===== config.mk =====
export PLATFORM = sky130hd
export DESIGN_NAME = jsc_back
export DESIGN_NICKNAME = d
export VERILOG_FILES = /design/src/sv/jsc_pkg.sv /design/src/sv/jsc_back.sv
export SDC_FILE = /design/constraint.sdc
export NUM_CORES = 1
export LEC_CHECK = 0
export BUFFER_PORTS_ARGS = -buffer_cell sky130_fd_sc_hd__buf_2
export CAP_MARGIN = 25
export CORE_UTILIZATION = 50
export DETAILED_ROUTE_END_ITERATION = 8
export HOLD_SLACK_MARGIN = 0.05
export PLACE_DENSITY = 0.69
export SYNTH_ARGS = -nofsm -noshare
export SYNTH_HDL_FRONTEND = slang
export SYNTH_SLANG_ARGS = --single-unit

===== constraint.sdc =====
create_clock -name clk -period 5.5 [get_ports clk]
set_input_delay 0.825 -clock clk [delete_from_list [all_inputs] [get_ports clk]]
set_output_delay 0.825 -clock clk [all_outputs]
set_load 0.02 [all_outputs]

===== src/sv/jsc_pkg.sv =====
`default_nettype none
package jsc_pkg;

  typedef enum logic [3:0] {
    TK_OBJ_OPEN  = 4'd0,
    TK_OBJ_CLOSE = 4'd1,
    TK_ARR_OPEN  = 4'd2,
    TK_ARR_CLOSE = 4'd3,
    TK_COLON     = 4'd4,
    TK_COMMA     = 4'd5,
    TK_STRING    = 4'd6,
    TK_NUMBER    = 4'd7,
    TK_BOOL      = 4'd8,
    TK_NULL      = 4'd9
  } tok_t;

  localparam logic [3:0] SCALAR_EV_OFFSET = 4'd3;

  typedef enum logic [3:0] {
    EV_NONE     = 4'd0,
    EV_OPEN_OBJ = 4'd1,
    EV_OPEN_ARR = 4'd2,
    EV_STRING   = 4'd3,
    EV_NUMBER   = 4'd4,
    EV_BOOL     = 4'd5,
    EV_NULL     = 4'd6,
    EV_CLOSE    = 4'd7,
    EV_DOC_OK   = 4'd8,
    EV_ERROR    = 4'd9
  } ev_t;

  typedef enum logic [3:0] {
    ER_NONE          = 4'd0,
    ER_AFTER_DOC     = 4'd1,
    ER_MISSING_COMMA = 4'd2,
    ER_COMMA_CLOSE   = 4'd3,
    ER_MISMATCH      = 4'd4,
    ER_MISSING_COLON = 4'd5,
    ER_NO_VALUE      = 4'd6,
    ER_MISSING_KEY   = 4'd7,
    ER_UNCLOSED      = 4'd8,
    ER_BAD_START     = 4'd9,
    ER_STRAY_COLON   = 4'd10,
    ER_TOO_DEEP      = 4'd11,
    ER_EMPTY         = 4'd12
  } err_t;

  typedef enum logic [1:0] {
    DOC_ROOT   = 2'd0,
    DOC_INSIDE = 2'd1,
    DOC_DONE   = 2'd2,
    DOC_ERROR  = 2'd3
  } doc_t;

  typedef enum logic [1:0] {
    MP_KEY   = 2'd0,
    MP_COLON = 2'd1,
    MP_VALUE = 2'd2
  } member_t;

  typedef enum logic [2:0] {
    A_NONE,
    A_FAIL,
    A_VALUE,
    A_CLOSE,
    A_COMMA,
    A_KEY,
    A_COLON,
    A_EOD
  } act_t;

  typedef struct packed {
    logic       eod;
    logic       bad;
    logic       is_val;
    logic       is_open;
    logic [3:0] tok;
  } cls_t;

  typedef struct packed {
    ev_t         event_res;
    logic [15:0] value_index;
    logic [15:0] key_index;
    logic        has_key;
    logic [5:0]  depth;
    err_t        error_code;
  } res_t;

  localparam int QDEPTH = 4;
  localparam int QAW    = 2;
  localparam logic [5:0] DEPTH_LIMIT_RESET = 6'd32;

endpackage
`default_nettype wire


===== src/sv/jsc_back.sv =====
`default_nettype none
module jsc_back #(
  parameter int MAX_DEPTH  = 32,
  parameter int INDEX_BITS = 16
) (
  input  wire logic          clk,
  input  wire logic          rst,
  input  wire logic          in_valid,
  output logic               in_ready,
  input  wire jsc_pkg::cls_t in_data,
  input  wire logic          cfg_we,
  input  wire logic [5:0]    cfg_wdata,
  output logic               out_valid,
  input  wire logic          out_ready,
  output jsc_pkg::res_t      out_data
);
  import jsc_pkg::*;

  localparam int LVL_BITS = $clog2(MAX_DEPTH + 1);
  localparam int CW       = (LVL_BITS > 6) ? LVL_BITS : 6;

  logic [MAX_DEPTH-1:0]  nest;
  logic [MAX_DEPTH-1:0]  nest_next;
  logic [LVL_BITS-1:0]   stack_level;
  logic [LVL_BITS-1:0]   stack_level_next;
  doc_t                  doc_phase;
  doc_t                  doc_phase_next;
  member_t               member_phase;
  member_t               member_phase_next;
  logic                  comma_seen;
  logic                  comma_seen_next;
  logic                  comma_needed;
  logic                  comma_needed_next;
  logic [INDEX_BITS-1:0] value_counter;
  logic [INDEX_BITS-1:0] value_counter_next;
  logic [INDEX_BITS-1:0] pending_key;
  logic [INDEX_BITS-1:0] pending_key_next;
  err_t                  err_latch;
  err_t                  err_latch_next;
  logic [5:0]            depth_limit;

  act_t     act;
  err_t     fail_code;
  logic     keyed;
  logic     fire;
  logic     too_deep;
  logic [CW-1:0] lvl_w;
  logic [CW-1:0] lim_w;
  res_t     res;

  assign in_ready = !out_valid || out_ready;
  assign fire     = in_valid && in_ready;

  assign lvl_w    = CW'(stack_level);
  assign lim_w    = (CW'(depth_limit) < CW'(MAX_DEPTH)) ? CW'(depth_limit) : CW'(MAX_DEPTH);
  assign too_deep = lvl_w >= lim_w;

  always_comb begin
    act       = A_NONE;
    fail_code = ER_NONE;
    keyed     = 1'b0;
    priority if (in_data.eod) begin
      act = A_EOD;
    end else if (doc_phase == DOC_ERROR || in_data.bad) begin
      act = A_NONE;
    end else if (doc_phase == DOC_DONE) begin
      act       = A_FAIL;
      fail_code = ER_AFTER_DOC;
    end else if (doc_phase == DOC_ROOT || stack_level == '0) begin
      if (in_data.is_val) begin
        act = A_VALUE;
      end else begin
        act       = A_FAIL;
        fail_code = ER_BAD_START;
      end
    end else if (!nest[0]) begin
      priority if (in_data.is_val && comma_needed) begin
        act       = A_FAIL;
        fail_code = ER_MISSING_COMMA;
      end else if (in_data.is_val) begin
        act = A_VALUE;
      end else if (in_data.tok == TK_COMMA) begin
        act = A_COMMA;
      end else if (in_data.tok == TK_ARR_CLOSE) begin
        if (comma_seen) begin
          act       = A_FAIL;
          fail_code = ER_COMMA_CLOSE;
        end else begin
          act = A_CLOSE;
        end
      end else if (in_data.tok == TK_OBJ_CLOSE) begin
        act       = A_FAIL;
        fail_code = ER_MISMATCH;
      end else begin
        act       = A_FAIL;
        fail_code = ER_STRAY_COLON;
      end
    end else if (member_phase == MP_COLON) begin
      if (in_data.tok == TK_COLON) begin
        act = A_COLON;
      end else begin
        act       = A_FAIL;
        fail_code = ER_MISSING_COLON;
      end
    end else if (member_phase == MP_VALUE) begin
      if (in_data.is_val) begin
        act   = A_VALUE;
        keyed = 1'b1;
      end else begin
        act       = A_FAIL;
        fail_code = ER_NO_VALUE;
      end
    end else begin
      priority if (in_data.tok == TK_STRING) begin
        if (comma_needed) begin
          act       = A_FAIL;
          fail_code = ER_MISSING_COMMA;
        end else begin
          act = A_KEY;
        end
      end else if (in_data.tok == TK_COMMA) begin
        act = A_COMMA;
      end else if (in_data.tok == TK_OBJ_CLOSE) begin
        if (comma_seen) begin
          act       = A_FAIL;
          fail_code = ER_COMMA_CLOSE;
        end else begin
          act = A_CLOSE;
        end
      end else if (in_data.tok == TK_ARR_CLOSE) begin
        act       = A_FAIL;
        fail_code = ER_MISMATCH;
      end else begin
        act       = A_FAIL;
        fail_code = ER_MISSING_KEY;
      end
    end
  end

  always_comb begin
    nest_next          = nest;
    stack_level_next   = stack_level;
    doc_phase_next     = doc_phase;
    member_phase_next  = member_phase;
    comma_seen_next    = comma_seen;
    comma_needed_next  = comma_needed;
    value_counter_next = value_counter;
    pending_key_next   = pending_key;
    err_latch_next     = err_latch;
    res.event_res      = EV_NONE;
    res.value_index    = '0;
    res.key_index      = '0;
    res.has_key        = 1'b0;
    res.error_code     = ER_NONE;

    if (act == A_VALUE && in_data.is_open && too_deep) begin
      doc_phase_next = DOC_ERROR;
      err_latch_next = ER_TOO_DEEP;
      res.event_res  = EV_ERROR;
      res.error_code = ER_TOO_DEEP;
    end else begin
      unique case (act)
        A_NONE: begin
        end
        A_FAIL: begin
          doc_phase_next = DOC_ERROR;
          err_latch_next = fail_code;
          res.event_res  = EV_ERROR;
          res.error_code = fail_code;
        end
        A_VALUE: begin
          res.key_index = keyed ? 16'(pending_key) : '0;
          res.has_key   = keyed;
          member_phase_next = MP_KEY;
          comma_seen_next   = 1'b0;
          if (in_data.is_open) begin
            nest_next         = MAX_DEPTH'({nest, in_data.tok == TK_OBJ_OPEN});
            stack_level_next  = stack_level + 1'b1;
            doc_phase_next    = DOC_INSIDE;
            comma_needed_next = 1'b0;
            res.event_res     = (in_data.tok == TK_OBJ_OPEN) ? EV_OPEN_OBJ : EV_OPEN_ARR;
          end else begin
            value_counter_next = value_counter + 1'b1;
            comma_needed_next  = 1'b1;
            res.value_index    = 16'(value_counter);
            res.event_res      = ev_t'(in_data.tok - SCALAR_EV_OFFSET);
            if (doc_phase == DOC_ROOT || stack_level == '0) begin
              doc_phase_next = DOC_DONE;
            end
          end
        end
        A_CLOSE: begin
          nest_next         = nest >> 1;
          stack_level_next  = stack_level - 1'b1;
          comma_seen_next   = 1'b0;
          member_phase_next = MP_KEY;
          if (stack_level == LVL_BITS'(1)) begin
            doc_phase_next    = DOC_DONE;
            comma_needed_next = 1'b0;
          end else begin
            comma_needed_next = 1'b1;
          end
          res.event_res = EV_CLOSE;
        end
        A_COMMA: begin
          comma_seen_next   = 1'b1;
          comma_needed_next = 1'b0;
        end
        A_KEY: begin
          pending_key_next   = value_counter;
          value_counter_next = value_counter + 1'b1;
          comma_seen_next    = 1'b0;
          member_phase_next  = MP_COLON;
        end
        A_COLON: begin
          member_phase_next = MP_VALUE;
        end
        A_EOD: begin
          stack_level_next   = '0;
          doc_phase_next     = DOC_ROOT;
          member_phase_next  = MP_KEY;
          comma_seen_next    = 1'b0;
          comma_needed_next  = 1'b0;
          value_counter_next = '0;
          pending_key_next   = '0;
          err_latch_next     = ER_NONE;
          unique case (doc_phase)
            DOC_DONE: begin
              res.event_res = EV_DOC_OK;
            end
            DOC_ERROR: begin
              res.event_res  = EV_ERROR;
              res.error_code = err_latch;
            end
            DOC_ROOT: begin
              res.event_res  = EV_ERROR;
              res.error_code = ER_EMPTY;
            end
            default: begin
              res.event_res  = EV_ERROR;
              res.error_code = ER_UNCLOSED;
            end
          endcase
        end
        default: begin
        end
      endcase
    end
    res.depth = 6'(stack_level_next);
  end

  always_ff @(posedge clk) begin
    if (fire) begin
      nest     <= nest_next;
      out_data <= res;
    end
  end

  always_ff @(posedge clk) begin
    if (rst) begin
      stack_level   <= '0;
      doc_phase     <= DOC_ROOT;
      member_phase  <= MP_KEY;
      comma_seen    <= 1'b0;
      comma_needed  <= 1'b0;
      value_counter <= '0;
      pending_key   <= '0;
      err_latch     <= ER_NONE;
      out_valid     <= 1'b0;
    end else begin
      if (fire) begin
        stack_level   <= stack_level_next;
        doc_phase     <= doc_phase_next;
        member_phase  <= member_phase_next;
        comma_seen    <= comma_seen_next;
        comma_needed  <= comma_needed_next;
        value_counter <= value_counter_next;
        pending_key   <= pending_key_next;
        err_latch     <= err_latch_next;
        out_valid     <= 1'b1;
      end else if (out_ready) begin
        out_valid <= 1'b0;
      end
    end
  end

  always_ff @(posedge clk) begin
    if (rst) begin
      depth_limit <= DEPTH_LIMIT_RESET;
    end else if (cfg_we) begin
      depth_limit <= cfg_wdata;
    end
  end

endmodule
`default_nettype wire


==> flow_summary_export.csv, run 1 <==
group,metric,value,unit
die,core,12800,um2
critical_path,cp.required,5.86,ns
synthesis,yosys.area.top_type_share,35.5,%
die,dieArea,13800,um2
synthesis,synth.avg_cell_area,9.59,um2
synthesis,synth_area_leaders,"edfxtp_1 36%, dfxtp_1 16%, nand2_1 7.0%",
sta,clock.fmax,255,MHz
clock_network,clock_sinks,134,
die,die_y,118,um
finish,postLayoutCellArea,7730,um2
min_path,hp-class,"reg2reg",
detailed_routing,vias,5492,
placed_design,placed_cell_area,7100,um2
synthesis,yosysMostFrequentCell,"nand2_1",
synthesis,ys_seq_elements,134,
sta,rsz0062_at_grt,"false",
critical_path,r2r_cells,10,
sta,hold_viol,0,
critical_path,startpoint_type,"primary input",
synthesis,synth_edf_count,79,
critical_path,crit_arrival,4.28,ns
grt,grt_usage,24.3,%
grt,antenna_found_initial,0,
finish,multi_input_area,2940,um2
sta,tns,0,ns
status,status,"finished clean",
grt,grt_start_max_net_pins,41,
clock_network,cts_resized,0,
synthesis,synth_commonest_cells,"125 x nand2_1, 79 x edfxtp_1, 55 x dfxtp_1, 49 x a21oi_1",
clock_network,worstSkewPairLatency,0.43,ns
detailed_routing,wl_per_cell,17.5,um
detailed_routing,viasPerCell,5.87,
clock_network,clk_pin_slew,0.06,ns
finish,areaGrowthSynthToFinish,15.8,%
sta,final_max_slew_viol_count,0,
power,vdd_ir_drop_max,207,uV
synthesis,synth_nets,729,
die,die_w,118,um
die,start_util,52.1,%
synthesis,yosysSeqAreaShare,52.0,%
synthesis,synth_area,6680,um2
power,p_leak,2.97,nW
detailed_routing,antenna_left,0,
detailed_routing,drc,0,
finish,final.fill_count,1104,
sta,timing.final.crit_share,71.3,%
critical_path,cp_max_fo,17,
finish,final_util,60.3,%
grt,grt_pass1_wl,26500,um
sta,period_needed,3.92,ns
finish,seq_area,3470,um2
detailed_routing,firstDrtPassIters,5,
synthesis,synth_largest_area_cell,"edfxtp_1",
clock_network,cts_root_buf,"clkbuf_16",
placed_design,io_buffers,67,
finish,layout-drive-gt1-share,16.8,%
clock_network,htree_levels,4,
detailed_routing,initialDrtViolationCount,460,
synthesis,yosys_most_used_dff,"edfxtp_1",
grt,grt-ovfl-total,0,
sta,setup_viol,0,
power,power.total,2.52,mW
synthesis,async_reset_ff_share,0,%
power,powerDensity,327,nW/um2
sta,worst_slew_pin_slew,1.00,ns
sta,maxSlewHeadroom,31.4,%
clock_network,cts_setup_buffers,0,
finish,final_cells,935,
finish,final_nets,783,
clock_network,cts_buffers,17,
die,ios,68,
synthesis,yosysWarningCount,0,
placed_design,routabilityCongestion,0.925,
min_path,hold_depth,2,
critical_path,path_class,"in2reg",
die,rows,41,
clock_network,clk_path_buf_depth,2,
clock_network,cts_tree,"done",
placed_design,dp.final_hpwl,11300,um
grt,first_global_vias,5111,
detailed_routing,drt-total-wl,16400,um
synthesis,netlist_instances,696,
finish,insertedDiodeCount,0,
placed_design,dpl.cell_count,902,
sta,fin_skew,0.00786,ns
clock_network,hold_buffers,0,
critical_path,crit_path_end_kind,"register",
synthesis,synth_cell_type_count,68,
job,maxCapViolCount,0,
## worst max-delay path, stage by stage
cell,delay [ns]
buf_2,0.12
inv_1,0.07
ha_1,0.35
nor2b_1,0.26
a22oi_1,0.14
o211a_2,0.30
a2111oi_4,0.81
a21oi_2,0.36
and2_1,0.36
or4b_1,0.54
a21oi_1,0.15
## cells in the final DEF, fill, tap and decap left out, types with 12 or more instances in the layout
| cell | n |
|---|---|
| a21oi_1 | 49 |
| and2_1 | 20 |
| and3_1 | 18 |
| buf_2 | 67 |
| clkbuf_16 | 17 |
| dfxtp_1 | 55 |
| edfxtp_1 | 79 |
| ha_1 | 14 |
| inv_1 | 23 |
| nand2_1 | 125 |
| nand3_1 | 30 |
| nor2_1 | 39 |
| nor3_1 | 12 |
| o21ai_0 | 40 |
## worst paths after layout
check	endpoint	from	slack, ns
worst max-delay path	value_counter[15]$_SDFFE_PP0P_	in_data[1]	1.58
worst min-delay path	pending_key[8]$_SDFFE_PP0P_	pending_key[8]$_SDFFE_PP0P_	0.47
worst max register to register	value_counter[15]$_SDFFE_PP0P_	lvl_w[0]$_SDFFE_PP0P_	1.59
worst min register to register	pending_key[8]$_SDFFE_PP0P_	pending_key[8]$_SDFFE_PP0P_	0.47
## sequential cells by signal, summed over array words and instances (netlist names)
name	cells
out_data	47
lvl_w	6
pending_key	16
value_counter	16
err_latch	4
nest	32
doc_phase	2
out_valid	1
comma_seen	1
member_phase	2
depth_limit	6
comma_needed	1
## per-stage QoR
stage / setup WS [ns] / hold slack [ns]
floorplan: 0.990 / 0.444
global placement: 1.28 / 0.455
detailed placement: 1.23 / 0.459
CTS: 1.64 / 0.472
global route: 1.25 / 0.487
finish: 1.58 / 0.474
## cell families after synthesis
logic type      share of synthesized area (%)
compound gates                           17.4
xor+xnor                                 1.44
fa+ha+maj                                2.62
buf+inv                                  3.95
flops                                    52.0
mux                                      1.39
simple gates                             21.2
## layout make-up
| type | count | area share [%] |
|---|---|---|
| Clock buffer | 17 | 5.50 |
| Clock inverter | 15 | 2.53 |
| Inverter | 24 | 1.17 |
| Multi-Input combinational cell | 499 | 38.1 |
| Sequential cell | 134 | 44.9 |
| Tap cell | 172 | 2.78 |
| Timing Repair Buffer | 74 | 5.02 |
## routing by layer
layer | share of wire, % | up-vias | global-route usage [%]
met5 | 0 | - | 0
met4 | 1.7 | 0 | 9.13
met3 | 6.5 | 26 | 5.62
met2 | 44 | 225 | 36.2
met1 | 48 | 2604 | 34.4
li1 | - | 2637 | -
## where the power goes
part	internal, mW	switching [mW]
logic	0.0672	0.161
registers	1.09	0.0180
clock network	0.725	0.461
Power figures use the tool's default switching activity.
==> inputs of run 2 (changes only) <==
==> constraint.sdc (replaced) <==
create_clock -name clk -period 3.9 [get_ports clk]
set_input_delay 0.585 -clock clk [delete_from_list [all_inputs] [get_ports clk]]
set_output_delay 0.585 -clock clk [all_outputs]
set_load 0.02 [all_outputs]
==> flow_summary_export.csv, run 2 (same netlist as run 1, synthesis figures left out) <==
group,metric,value,unit
status,status,"finished clean",
clock_network,clk_pin_slew,0.06,ns
finish,final.fill_count,1093,
sta,setup_viol,0,
critical_path,max_stage_delay,0.80,ns
power,power.total,3.39,mW
critical_path,r2r_end,"pending_key[15]$_SDFFE_PP0P_",
detailed_routing,antenna_left,0,
critical_path,path_class,"reg2reg",
sta,clock.fmax,294,MHz
grt,grt-ovfl-total,0,
sta,rsz0062_at_grt,"false",
finish,final_common_cell,"nand2_1",
placed_design,dpl.cell_count,913,
min_path,hold_end,"depth_limit[5]$_SDFFE_PP1P_",
sta,period_needed,3.41,ns
critical_path,r2r_cells,11,
detailed_routing,vias,5444,
finish,largest_register_ffs,47,
detailed_routing,drt-total-wl,15800,um
critical_path,crit_path_end_kind,"register",
grt,grt_start_max_net_pins,37,
die,ios,68,
power,vdd_ir_drop_max,351,uV
critical_path,path_cells,"inv_1, ha_1, or3b_1, o21ai_1, a211oi_2, and2_1, a21oi_1, nor3_2, buf_4, nand3_1, a21oi_1",
critical_path,cp_common_cell,"a21oi_1",
clock_network,worstSkewPairLatency,0.42,ns
sta,final_max_slew_viol_count,0,
power,p_leak,2.99,nW
detailed_routing,viasPerCell,5.76,
finish,mostFrequentLayoutCells,"125 x nand2_1, 79 x edfxtp_1, 67 x buf_2, 55 x dfxtp_1, 49 x a21oi_1",
min_path,hold_depth,3,
die,die_w,118,um
placed_design,dp.final_hpwl,11200,um
clock_network,cts_tree,"done",
critical_path,reg2reg_slack,0.49,ns
power,powerDensity,438,nW/um2
sta,fin_skew,0.0137,ns
clock_network,cts_setup_buffers,0,
grt,antenna_found_initial,0,
die,core,12800,um2
finish,areaGrowthSynthToFinish,16.0,%
clock_network,cts_buffers,17,
finish,top_register,"out_data",
clock_network,clk_path_buf_depth,2,
detailed_routing,initialDrtViolationCount,606,
grt,grt_usage,23.8,%
clock_network,htree_levels,4,
grt,first_global_vias,5030,
critical_path,cp.required,4.18,ns
placed_design,routabilityCongestion,0.939,
finish,layout-drive-gt1-share,16.8,%
clock_network,cts_root_buf,"clkbuf_16",
critical_path,critPathBufInv,2,
sta,hold_viol,0,
critical_path,crit_arrival,3.68,ns
grt,grt_pass1_wl,25900,um
job,maxCapViolCount,0,
detailed_routing,wl_per_cell,16.8,um
min_path,hp-start,"cfg_wdata[5]",
critical_path,cp_max_fo,15,
sta,worst_slew_pin_slew,1.03,ns
detailed_routing,drc,0,
sta,holdWs,0.387,ns
die,dieArea,13800,um2
critical_path,startpoint_type,"register",
critical_path,crit_slowest_cell,"a21oi_1",
finish,final_nets,793,
die,start_util,52.1,%
sta,tns,0,ns
critical_path,r2r-start,"lvl_w[0]$_SDFFE_PP0P_",
min_path,hp-class,"in2reg",
clock_network,hold_buffers,0,
die,rows,41,
finish,insertedDiodeCount,0,
placed_design,io_buffers,67,
sta,timing.final.crit_share,87.4,%
sta,maxSlewHeadroom,31.2,%
clock_network,cts_resized,0,
finish,reg_top3,"out_data (47), nest (32)",
detailed_routing,firstDrtPassIters,5,
critical_path,cpLargestDelayFamily,"compound AO/OA/AOI/OAI gates",
finish,final_cells,945,
die,die_y,118,um
clock_network,clock_sinks,134,
## run 2: power breakdown
part	internal [mW]	switching [mW]
combinational	0.103	0.224
clock	0.928	0.568
sequential	1.54	0.0248
## run 2: per-stage QoR
stage	cell area [um2]	worst slack [ns]	utilization, %
2_1_floorplan	6680	0.151	-
3_3_place_gp	7190	0.516	56.1
3_5_place_dp	7200	0.376	56.1
4_1_cts	7750	0.496	60.4
5_1_grt	7750	0.257	60.4
6_report	7750	0.493	60.4
## run 2: cell type report
| type | count | area, um2 | share of cell area (%) |
|---|---|---|---|
| repair buffers | 84 | 475 | 6.14 |
| flip-flops and latches | 134 | 3470 | 44.8 |
| clock buffers | 21 | 440 | 5.69 |
| multi-input cells | 499 | 2940 | 38.0 |
| clock inverters | 11 | 109 | 1.41 |
| well taps | 172 | 215 | 2.78 |
| inverters | 24 | 90.1 | 1.16 |
## run 2: metal layers
metal	global-route usage, %	part of all wire, %	wire (um)
met5	0	0	0
met4	8.65	1.9	306
met3	5.33	5.6	890
met2	33.4	42	6720
met1	35.7	50	7920
## run 2: worst max path at each step
stage	start	endpoint	slack, ns	cells past startpoint
after global placement	in_data[1]	err_latch[3]$_SDFFE_PP0P_	0.52	13
after CTS	lvl_w[0]$_SDFFE_PP0P_	pending_key[15]$_SDFFE_PP0P_	0.50	11
final	lvl_w[0]$_SDFFE_PP0P_	pending_key[15]$_SDFFE_PP0P_	0.49	11
after global routing	lvl_w[0]$_SDFFE_PP0P_	pending_key[15]$_SDFFE_PP0P_	0.26	11
after floorplan	in_data[1]	nest[0]$_DFFE_PP_	0.15	10
after detailed placement	in_data[1]	pending_key[15]$_SDFFE_PP0P_	0.38	12
## run 2: worst register-to-register path, cell delays in order, from the launching register on
cell and delay (ns):
dfxtp_1 0.39, inv_1 0.14, ha_1 0.21, or3b_1 0.41
o21ai_1 0.32, a211oi_2 0.14, and2_1 0.22, a21oi_1 0.80
nor3_2 0.18, buf_4 0.25, nand3_1 0.12, a21oi_1 0.09
